<file path="config.mk">
export PLATFORM = sky130hd
export DESIGN_NAME = latency_jitter_loss_stats
export DESIGN_NICKNAME = d
export VERILOG_FILES = /design/src/rtl/ljls_pkg.sv /design/src/rtl/latency_jitter_loss_stats.sv /design/src/rtl/ljls_cmul.sv /design/src/rtl/ljls_sdiv.sv
export SDC_FILE = /design/constraint.sdc
export NUM_CORES = 2
export LEC_CHECK = 0
export BUFFER_PORTS_ARGS = -buffer_cell sky130_fd_sc_hd__buf_2
export CAP_MARGIN = 30
export CORE_ASPECT_RATIO = 2
export CORE_MARGIN = 2
export CORE_UTILIZATION = 40
export CTS_CLUSTER_DIAMETER = 40
export DETAILED_ROUTE_END_ITERATION = 8
export SLEW_MARGIN = 10
export SYNTH_ARGS = -nofsm -noshare
export SYNTH_HDL_FRONTEND = slang
export SYNTH_SLANG_ARGS = --single-unit
export TNS_END_PERCENT = 1
</file>
<file path="constraint.sdc">
create_clock -name clk -period 11.5 [get_ports clk]
set_clock_uncertainty 0.15 [all_clocks]
set_input_delay 1.725 -clock clk [delete_from_list [all_inputs] [get_ports clk]]
set_output_delay 1.725 -clock clk [all_outputs]
set_load 0.01 [all_outputs]
</file>
<file path="src/rtl/ljls_pkg.sv">
// shared types and constants for the latency, jitter and loss statistics block
// no dependencies; used by latency_jitter_loss_stats and ljls_cmul
package ljls_pkg;

    localparam int CMD_W    = 2;
    localparam int LAT_IN_W = 32;
    localparam int BYTES_W  = 11;
    localparam int LOSS_W   = 14;
    localparam int AVG_W    = 32;
    localparam int BITS_W   = 40;
    localparam int COUNT_W  = 32;
    localparam int SUM_W    = 64;

    // loss is reported in hundredths of a percent
    localparam int SCALE_W = 14;
    localparam logic [SCALE_W-1:0] LOSS_SCALE = 14'd10000;
    localparam logic [LOSS_W-1:0]  LOSS_MAX   = 14'd10000;

    typedef enum logic [CMD_W-1:0] {
        CMD_INGRESS = 2'd0,
        CMD_MATCHED = 2'd1,
        CMD_LOST    = 2'd2,
        CMD_TICK    = 2'd3
    } cmd_t;

endpackage

</file>
<file path="src/rtl/latency_jitter_loss_stats.sv">
// top level of the packet latency, jitter and loss statistics block
// depends on ljls_pkg, ljls_cmul and ljls_sdiv
//
// input channel (in_valid/in_ready) carries packet events: cmd, latency_ns,
// payload_bytes. ingress and lost events are taken back to back; a matched
// event blocks the input while the jitter sum is updated in the cycle after it.
// an interval tick starts two serial 64/32 dividers for the averages and,
// when the loss needs a division, a constant multiplier followed by a 78-bit
// divider for the loss; the loss path then sets the tick time, otherwise
// the average dividers do. no item is taken while a tick is in progress.
// output channel (out_valid/out_ready) holds one result in an output
// register. events keep flowing while that result waits; a later tick
// finishes its arithmetic and then waits until the register is free.
// reset clears all counters and sums and leaves the block idle with no
// result pending.
module latency_jitter_loss_stats #(
    parameter int LATENCY_BITS = 32
) (
    input  logic                          clk,
    input  logic                          rst_n,
    input  logic                          in_valid,
    output logic                          in_ready,
    input  logic [ljls_pkg::CMD_W-1:0]    cmd,
    input  logic [ljls_pkg::LAT_IN_W-1:0] latency_ns,
    input  logic [ljls_pkg::BYTES_W-1:0]  payload_bytes,
    output logic                          out_valid,
    input  logic                          out_ready,
    output logic [ljls_pkg::LOSS_W-1:0]   loss_centipercent,
    output logic [ljls_pkg::AVG_W-1:0]    avg_latency_ns,
    output logic [ljls_pkg::AVG_W-1:0]    avg_jitter_ns,
    output logic [ljls_pkg::BITS_W-1:0]   payload_bits,
    output logic [ljls_pkg::COUNT_W-1:0]  matched_count
);

    localparam int LAT_W  = (LATENCY_BITS < ljls_pkg::LAT_IN_W) ? LATENCY_BITS
                                                                : ljls_pkg::LAT_IN_W;
    localparam int SUM_W  = ljls_pkg::SUM_W;
    localparam int CNT_W  = ljls_pkg::COUNT_W;
    localparam int BITS_W = ljls_pkg::BITS_W;
    localparam int AVG_W  = ljls_pkg::AVG_W;
    localparam int LOSS_W = ljls_pkg::LOSS_W;
    localparam int PROD_W = SUM_W + ljls_pkg::SCALE_W;

    typedef enum logic [3:0] {
        ST_IDLE = 4'b0001,
        ST_MUL  = 4'b0010,
        ST_WAIT = 4'b0100,
        ST_OUT  = 4'b1000
    } state_t;

    typedef enum logic [1:0] {
        LM_ZERO = 2'd0,
        LM_FULL = 2'd1,
        LM_DIV  = 2'd2
    } loss_mode_t;

    state_t     state_reg, state_next;
    loss_mode_t loss_mode_reg, loss_mode_next;

    logic [SUM_W-1:0]  ingress_reg, ingress_next;
    logic [SUM_W-1:0]  loss_reg, loss_next;
    logic [CNT_W-1:0]  match_reg, match_next;
    logic [SUM_W-1:0]  lat_sum_reg, lat_sum_next;
    logic [SUM_W-1:0]  jit_sum_reg, jit_sum_next;
    logic [LAT_W-1:0]  prev_lat_reg, prev_lat_next;
    logic [LAT_W-1:0]  diff_reg, diff_next;
    logic              jit_pend_reg, jit_pend_next;
    logic [BITS_W-1:0] bit_sum_reg, bit_sum_next;

    logic [BITS_W-1:0] bits_snap_reg;
    logic [CNT_W-1:0]  count_snap_reg;
    logic              lat_zero_reg;
    logic              jit_zero_reg;

    logic              out_valid_reg, out_valid_next;
    logic [LOSS_W-1:0] loss_out_reg;
    logic [AVG_W-1:0]  lat_out_reg;
    logic [AVG_W-1:0]  jit_out_reg;
    logic [BITS_W-1:0] bits_out_reg;
    logic [CNT_W-1:0]  count_out_reg;

    logic              accept;
    logic              tick_acc;
    logic              out_load;
    ljls_pkg::cmd_t    cmd_in;
    logic [LAT_W-1:0]  lat;
    logic [LAT_W-1:0]  lat_diff;
    logic [SUM_W:0]    lat_add;
    logic [SUM_W:0]    jit_add;
    logic [BITS_W:0]   bit_add;

    logic              lat_busy, jit_busy, loss_busy, mul_done;
    logic [SUM_W-1:0]  lat_q, jit_q;
    logic [PROD_W-1:0] loss_q;
    logic [PROD_W-1:0] prod;
    logic [CNT_W-1:0]  jit_den;

    logic [LOSS_W-1:0] loss_res;
    logic [AVG_W-1:0]  lat_res;
    logic [AVG_W-1:0]  jit_res;

    assign in_ready = (state_reg == ST_IDLE) && !jit_pend_reg;
    assign accept   = in_valid && in_ready;
    assign cmd_in   = ljls_pkg::cmd_t'(cmd);
    assign tick_acc = accept && (cmd_in == ljls_pkg::CMD_TICK);
    assign lat      = latency_ns[LAT_W-1:0];
    assign lat_diff = (lat >= prev_lat_reg) ? lat - prev_lat_reg : prev_lat_reg - lat;
    assign lat_add  = {1'b0, lat_sum_reg} + (SUM_W + 1)'(lat);
    assign jit_add  = {1'b0, jit_sum_reg} + (SUM_W + 1)'(diff_reg);
    assign bit_add  = {1'b0, bit_sum_reg} + (BITS_W + 1)'({payload_bytes, 3'b000});
    assign jit_den  = match_reg - 1'b1;

    // event accumulators
    always_comb
    begin
        ingress_next   = ingress_reg;
        loss_next      = loss_reg;
        match_next     = match_reg;
        lat_sum_next   = lat_sum_reg;
        jit_sum_next   = jit_sum_reg;
        prev_lat_next  = prev_lat_reg;
        diff_next      = diff_reg;
        jit_pend_next  = 1'b0;
        bit_sum_next   = bit_sum_reg;
        loss_mode_next = loss_mode_reg;

        if (jit_pend_reg)
        begin
            jit_sum_next = jit_add[SUM_W] ? '1 : jit_add[SUM_W-1:0];
        end

        if (accept)
        begin
            case (cmd_in)
                ljls_pkg::CMD_INGRESS:
                begin
                    ingress_next = (&ingress_reg) ? ingress_reg : ingress_reg + 1'b1;
                end
                ljls_pkg::CMD_MATCHED:
                begin
                    match_next    = (&match_reg) ? match_reg : match_reg + 1'b1;
                    lat_sum_next  = lat_add[SUM_W] ? '1 : lat_add[SUM_W-1:0];
                    diff_next     = lat_diff;
                    jit_pend_next = 1'b1;
                    prev_lat_next = lat;
                    bit_sum_next  = bit_add[BITS_W] ? '1 : bit_add[BITS_W-1:0];
                end
                ljls_pkg::CMD_LOST:
                begin
                    loss_next = (&loss_reg) ? loss_reg : loss_reg + 1'b1;
                end
                ljls_pkg::CMD_TICK:
                begin
                    match_next   = '0;
                    lat_sum_next = '0;
                    jit_sum_next = '0;
                    bit_sum_next = '0;
                    if (ingress_reg == '0)
                    begin
                        loss_mode_next = LM_ZERO;
                    end
                    else if (loss_reg >= ingress_reg)
                    begin
                        loss_mode_next = LM_FULL;
                    end
                    else
                    begin
                        loss_mode_next = LM_DIV;
                    end
                end
                default:
                begin
                    match_next = match_reg;
                end
            endcase
        end
    end

    // tick sequencing
    always_comb
    begin
        state_next = state_reg;
        out_load   = 1'b0;
        case (state_reg)
            ST_IDLE:
            begin
                if (tick_acc)
                begin
                    state_next = (loss_mode_next == LM_DIV) ? ST_MUL : ST_WAIT;
                end
            end
            ST_MUL:
            begin
                if (mul_done)
                begin
                    state_next = ST_WAIT;
                end
            end
            ST_WAIT:
            begin
                if (!lat_busy && !jit_busy && !loss_busy)
                begin
                    state_next = ST_OUT;
                end
            end
            ST_OUT:
            begin
                if (!out_valid_reg || out_ready)
                begin
                    out_load   = 1'b1;
                    state_next = ST_IDLE;
                end
            end
            default:
            begin
                state_next = ST_IDLE;
            end
        endcase
    end

    always_comb
    begin
        if (out_load)
        begin
            out_valid_next = 1'b1;
        end
        else if (out_ready)
        begin
            out_valid_next = 1'b0;
        end
        else
        begin
            out_valid_next = out_valid_reg;
        end
    end

    always_comb
    begin
        case (loss_mode_reg)
            LM_ZERO: loss_res = '0;
            LM_FULL: loss_res = ljls_pkg::LOSS_MAX;
            LM_DIV:  loss_res = loss_q[LOSS_W-1:0];
            default: loss_res = '0;
        endcase
        if (lat_zero_reg)
        begin
            lat_res = '0;
        end
        else
        begin
            lat_res = (|lat_q[SUM_W-1:AVG_W]) ? '1 : lat_q[AVG_W-1:0];
        end
        if (jit_zero_reg)
        begin
            jit_res = '0;
        end
        else
        begin
            jit_res = (|jit_q[SUM_W-1:AVG_W]) ? '1 : jit_q[AVG_W-1:0];
        end
    end

    ljls_sdiv #(
        .N_W (SUM_W),
        .D_W (CNT_W)
    ) u_lat_div (
        .clk      (clk),
        .rst_n    (rst_n),
        .start    (tick_acc),
        .dividend (lat_sum_reg),
        .divisor  (match_reg),
        .busy     (lat_busy),
        .quotient (lat_q)
    );

    ljls_sdiv #(
        .N_W (SUM_W),
        .D_W (CNT_W)
    ) u_jit_div (
        .clk      (clk),
        .rst_n    (rst_n),
        .start    (tick_acc),
        .dividend (jit_sum_reg),
        .divisor  (jit_den),
        .busy     (jit_busy),
        .quotient (jit_q)
    );

    ljls_cmul #(
        .A_W (SUM_W)
    ) u_loss_mul (
        .clk   (clk),
        .rst_n (rst_n),
        .start (tick_acc && (loss_mode_next == LM_DIV)),
        .a     (loss_reg),
        .done  (mul_done),
        .prod  (prod)
    );

    ljls_sdiv #(
        .N_W (PROD_W),
        .D_W (SUM_W)
    ) u_loss_div (
        .clk      (clk),
        .rst_n    (rst_n),
        .start    (mul_done),
        .dividend (prod),
        .divisor  (ingress_reg),
        .busy     (loss_busy),
        .quotient (loss_q)
    );

    always_ff @(posedge clk or negedge rst_n)
    begin
        if (!rst_n)
        begin
            state_reg     <= ST_IDLE;
            loss_mode_reg <= LM_ZERO;
            ingress_reg   <= '0;
            loss_reg      <= '0;
            match_reg     <= '0;
            lat_sum_reg   <= '0;
            jit_sum_reg   <= '0;
            prev_lat_reg  <= '0;
            diff_reg      <= '0;
            jit_pend_reg  <= 1'b0;
            bit_sum_reg   <= '0;
            out_valid_reg <= 1'b0;
        end
        else
        begin
            state_reg     <= state_next;
            loss_mode_reg <= loss_mode_next;
            ingress_reg   <= ingress_next;
            loss_reg      <= loss_next;
            match_reg     <= match_next;
            lat_sum_reg   <= lat_sum_next;
            jit_sum_reg   <= jit_sum_next;
            prev_lat_reg  <= prev_lat_next;
            diff_reg      <= diff_next;
            jit_pend_reg  <= jit_pend_next;
            bit_sum_reg   <= bit_sum_next;
            out_valid_reg <= out_valid_next;
        end
    end

    always_ff @(posedge clk)
    begin
        if (tick_acc)
        begin
            bits_snap_reg  <= bit_sum_reg;
            count_snap_reg <= match_reg;
            lat_zero_reg   <= (match_reg == '0);
            jit_zero_reg   <= (match_reg <= CNT_W'(1));
        end
        if (out_load)
        begin
            loss_out_reg  <= loss_res;
            lat_out_reg   <= lat_res;
            jit_out_reg   <= jit_res;
            bits_out_reg  <= bits_snap_reg;
            count_out_reg <= count_snap_reg;
        end
    end

    assign out_valid         = out_valid_reg;
    assign loss_centipercent = loss_out_reg;
    assign avg_latency_ns    = lat_out_reg;
    assign avg_jitter_ns     = jit_out_reg;
    assign payload_bits      = bits_out_reg;
    assign matched_count     = count_out_reg;

    a_idle_units_quiet : assert property (@(posedge clk) disable iff (!rst_n)
        (state_reg == ST_IDLE) |-> (!lat_busy && !jit_busy && !loss_busy))
        else $error("arithmetic unit busy while idle");

    a_tick_clears : assert property (@(posedge clk) disable iff (!rst_n)
        tick_acc |=> (match_reg == '0 && lat_sum_reg == '0 && bit_sum_reg == '0))
        else $error("interval sums not cleared after tick");

    a_mul_done_in_mul : assert property (@(posedge clk) disable iff (!rst_n)
        mul_done |-> (state_reg == ST_MUL))
        else $error("loss multiply finished outside its state");

    a_loss_range : assert property (@(posedge clk) disable iff (!rst_n)
        out_valid_reg |-> (loss_out_reg <= ljls_pkg::LOSS_MAX))
        else $error("loss result above full scale");

endmodule

</file>
<file path="src/rtl/ljls_cmul.sv">
// bit-serial multiply by the loss scale constant, one constant bit per cycle
// depends on ljls_pkg
module ljls_cmul #(
    parameter int A_W = 64
) (
    input  logic                            clk,
    input  logic                            rst_n,
    input  logic                            start,
    input  logic [A_W-1:0]                  a,
    output logic                            done,
    output logic [A_W+ljls_pkg::SCALE_W-1:0] prod
);

    localparam int P_W   = A_W + ljls_pkg::SCALE_W;
    localparam int IDX_W = $clog2(ljls_pkg::SCALE_W);

    logic [A_W-1:0]   a_reg;
    logic [P_W-1:0]   acc_reg;
    logic [P_W-1:0]   acc_next;
    logic [P_W-1:0]   addend;
    logic [IDX_W-1:0] idx_reg;
    logic             busy_reg;
    logic             done_reg;

    // msb first shift and add
    always_comb
    begin
        addend   = ljls_pkg::LOSS_SCALE[idx_reg] ? P_W'(a_reg) : '0;
        acc_next = {acc_reg[P_W-2:0], 1'b0} + addend;
    end

    always_ff @(posedge clk or negedge rst_n)
    begin
        if (!rst_n)
        begin
            busy_reg <= 1'b0;
            done_reg <= 1'b0;
            idx_reg  <= '0;
        end
        else if (start)
        begin
            busy_reg <= 1'b1;
            done_reg <= 1'b0;
            idx_reg  <= IDX_W'(ljls_pkg::SCALE_W - 1);
        end
        else if (busy_reg)
        begin
            if (idx_reg == '0)
            begin
                busy_reg <= 1'b0;
                done_reg <= 1'b1;
            end
            else
            begin
                idx_reg  <= idx_reg - 1'b1;
                done_reg <= 1'b0;
            end
        end
        else
        begin
            done_reg <= 1'b0;
        end
    end

    always_ff @(posedge clk)
    begin
        if (start)
        begin
            a_reg   <= a;
            acc_reg <= '0;
        end
        else if (busy_reg)
        begin
            acc_reg <= acc_next;
        end
    end

    assign done = done_reg;
    assign prod = acc_reg;

endmodule

</file>
<file path="src/rtl/ljls_sdiv.sv">
// radix-2 restoring divider, one quotient bit per cycle, dividend shifted msb first
// no dependencies
module ljls_sdiv #(
    parameter int N_W = 64,
    parameter int D_W = 32
) (
    input  logic           clk,
    input  logic           rst_n,
    input  logic           start,
    input  logic [N_W-1:0] dividend,
    input  logic [D_W-1:0] divisor,
    output logic           busy,
    output logic [N_W-1:0] quotient
);

    localparam int CNT_W = $clog2(N_W);

    logic [N_W-1:0]   dvd_reg;
    logic [D_W-1:0]   rem_reg;
    logic [D_W-1:0]   den_reg;
    logic [CNT_W-1:0] cnt_reg;
    logic             busy_reg;

    logic [D_W:0]     shifted;
    logic [D_W:0]     diff;
    logic             ge;

    always_comb
    begin
        shifted = {rem_reg, dvd_reg[N_W-1]};
        ge      = shifted >= {1'b0, den_reg};
        diff    = shifted - {1'b0, den_reg};
    end

    always_ff @(posedge clk or negedge rst_n)
    begin
        if (!rst_n)
        begin
            busy_reg <= 1'b0;
            cnt_reg  <= '0;
        end
        else if (start)
        begin
            busy_reg <= 1'b1;
            cnt_reg  <= CNT_W'(N_W - 1);
        end
        else if (busy_reg)
        begin
            if (cnt_reg == '0)
            begin
                busy_reg <= 1'b0;
            end
            else
            begin
                cnt_reg <= cnt_reg - 1'b1;
            end
        end
    end

    // quotient bits shift in behind the dividend
    always_ff @(posedge clk)
    begin
        if (start)
        begin
            dvd_reg <= dividend;
            rem_reg <= '0;
            den_reg <= divisor;
        end
        else if (busy_reg)
        begin
            dvd_reg <= {dvd_reg[N_W-2:0], ge};
            rem_reg <= ge ? diff[D_W-1:0] : shifted[D_W-1:0];
        end
    end

    assign busy     = busy_reg;
    assign quotient = dvd_reg;

endmodule
</file>
==> metrics.md <==
| Metric | Value |
|---|---|
| Die Area | 0.177 sq mm |
| Vias/cell | 5.58 |
| Clk buf depth | 4 |
| Placeable Area | 0.173 sq mm |
| Post-synth EDFFs | a little under 600 |
| Later-pin clock latency in the skew report | 0.80 ns |
| Crit Path Max Fanout | 45 |
| Register area share after synthesis | 46.7% |
| Placer Congestion | ~1.0 |
| Hpwl dp | 160 mm |
| Via count | 54,300 |
| DIE HEIGHT | 593 um |
| Largest net degree at the start of global routing | 92 |
| CTS tree | built |
| Mapped Nets | 7,725 |
| Leak | 33.5 nW |
| Post-synthesis cell count | 7,256 |
| Seq cells post-synth | 1,218 |
| Final WL | 212 mm |
| Max Clock Freq | 170 MHz |
| Largest area contributor in the netlist | edfxtp_1 |
| Final Max Slew Viols | 0 |
| Setup-failing EPs final | 0 |
| CTS Root Cell | clkbuf_16 |
| Worst slew margin | 31.5% |
| H-tree depth | 4 |
| PostCTS Resize Cnt | 0 |
| R2R Path Start | u_loss_mul.idx_reg[0] |
| Post-route ant nets | 0 |
| R2R depth | 19 |
| Met3 wire len | 8.47 mm |
| FFs w/ async S/R, synth | roughly a third |
| P&R area growth vs syn | 11.8% |
| Initial drt markers | 3,302 |
| DRT met1 WL | just over 70 mm |
| Count leader, synth | nand2_1 |
| Setup CP Type | reg2reg |
| Clock buffer count from CTS | 150 |
| Critical Path Sink Type | flop |
| CP required | ~12 ns |
| Nets@finish | 7,790 |
| Worst slack at placement | 5.64 ns |
| Measured slew at the worst slew-check pin | 1.02 ns |
| Hold_ws | 0.259 ns |
| Worst EP arrival | 6.42 ns |
| RSZ-0062 raised after global routing | false |
| Pwr Total | just over 20 mW |
| Top cells by area, synth | edfxtp_1 25%, dfrtp_1 15%, ha_1 7.4% |
| Final Hold Viols | 0 |
| Via count of the first global-routing pass | 55,600 |
| MaxCap Viol Count | 0 |
| Setup WS post-layout | 5.62 ns |
| Starting density of the core | around 40% |
| Site Rows | between 200 and 250 |
| Post-synth top cells | 958 x nand2_1, 586 x edfxtp_1, 552 x nor2_1, 518 x a21oi_1, 425 x dfrtp_1 |
| YS warnings | 0 |
| Worst Hold Launch | bits_snap_reg[8] |
| First-pass GRT wire length | 324 mm |
| Outcome | finished, final reports clean |
| Num ports | 201 |
| Final min period | 5.88 ns |
| Grt total ovfl | 0 |
| Max VDD drop | 0.194 mV |
| Global router's overall resource usage | 23.6% |
| Uppermost layer routed | met5 |
| Reg clk slew, reported paths | 0.07 ns |
| Synth cell types | approximately 120 |
| WL met2 | 112 mm |
| Reg-to-reg critical path endpoint | u_loss_mul.prod[74] |
| Synth top area share | 25.4% |
| DRC Markers | 0 |
| Min-Delay Path Depth | 0 |
| Die X | 299 um |
| Setup TNS Final | 0 ns |
| Flop2flop setup slack | 5.62 ns |
| Hold Crit Endpoint | payload_bits[8] |
| Initial antenna violation count | 12 |
| Post-synthesis cell area | 0.0694 sq mm |
| Post-CTS setup buffers | 0 |
| Buffers on Ports | 200 |
| Share of cells above drive strength 1 | 9.30% |
| Hold crit path type | reg2reg |
| # hold bufs at CTS | 0 |
| Syn Area/Cell | ~9.6 sq um |
| Avg WL per Cell | 21.7 um |
| Clock sinks | between 1,000 and 1,500 |
| CP startpoint kind | flop |
| DP Area | 0.0724 sq mm |
| Top_reg_cell synth | edfxtp_1 |
| Drt first pass iters | 6 |
| Final period util | about half |
| PD cells | 263 mW/mm^2 |
| Design area | around 0.078 sq mm |
-- per-layer routing --
metal	vias up	global-route usage, %
met2	1326	44.6
met4	2	19.1
met1	26200	22.4
met5	-	0
met3	598	3.42
li1	26100	-
-- worst max-delay path: stages, from the launching register on --
cell      delay, ns
dfrtp_1        0.42
inv_1          0.14
ha_1           0.16
nand2b_1       0.11
nand2_1        0.09
a22o_1         0.76
buf_4          0.51
and2_1         0.20
ha_1           0.30
and4_1         0.27
and2_1         0.16
a221o_1        0.32
a211oi_1       0.31
o21ai_0        0.26
o211ai_1       0.62
a21oi_1        0.18
o21ai_2        0.35
nor3_1         0.12
xnor2_1        0.13
a211oi_1       0.21
-- per-stage QoR --
step,util [%],std cells
floorplan,-,7256
global placement,41.8,9444
detailed placement,41.9,9452
CTS,44.8,9717
global route,44.9,9730
finish,44.9,9733
-- cell usage in the layout, fill, tap and decap left out, types with 206 or more instances in the layout --
cell and instances:
a21o_1 221, a21oi_1 518, dfrtp_1 421, dfxtp_1 206, edfxtp_1 586, ha_1 411
inv_1 380, nand2_1 955, nor2_1 550, o21ai_0 403, xnor2_1 315
-- how the worst max path moves through the flow --
stage | from | end | slack, ns | cells after the start
after global placement | u_loss_mul.idx_reg[0] | u_loss_mul.prod[70] | 5.68 | 19
after global routing | u_loss_mul.idx_reg[0] | u_loss_mul.prod[70] | 5.21 | 19
after detailed placement | u_loss_mul.idx_reg[0] | u_loss_mul.prod[74] | 5.64 | 19
final | u_loss_mul.idx_reg[0] | u_loss_mul.prod[74] | 5.62 | 19
after floorplan | out_ready | avg_jitter_ns[0] | 2.77 | 2
after CTS | u_loss_mul.idx_reg[0] | u_loss_mul.prod[74] | 5.62 | 19
-- cells by family (layout without fill, tap and decap cells) --
logic type	count (synthesis)	count (layout)	synth area share, %
AOI/OAI and AO/OA	1736	1736	15.9
xor gates and xnor gates	474	474	5.98
adders and majority gates	420	420	7.67
buffers and inverters	737	915	4.27
DFF	1218	1218	46.7
muxes	176	176	2.70
other	0	10	0
and+or+nand+nor	2495	2495	16.8
-- power breakdown --
part           internal [mW]  switching (mW)  total, mW
registers               5.86           0.987       6.85
logic                   3.55            5.14       8.69
clock network           2.83            2.04       4.87
-- layout make-up --
cell class,count,area (sq um)
clock inverter,76,920
fill,16500,95100
multi-input combinational,5301,34100
antenna,10,25.0
clock buffer,189,4150
timing repair buffer,262,1650
sequential,1218,32400
inverter,388,1460
tap,2289,2860
(Power assumes the default switching activity.)
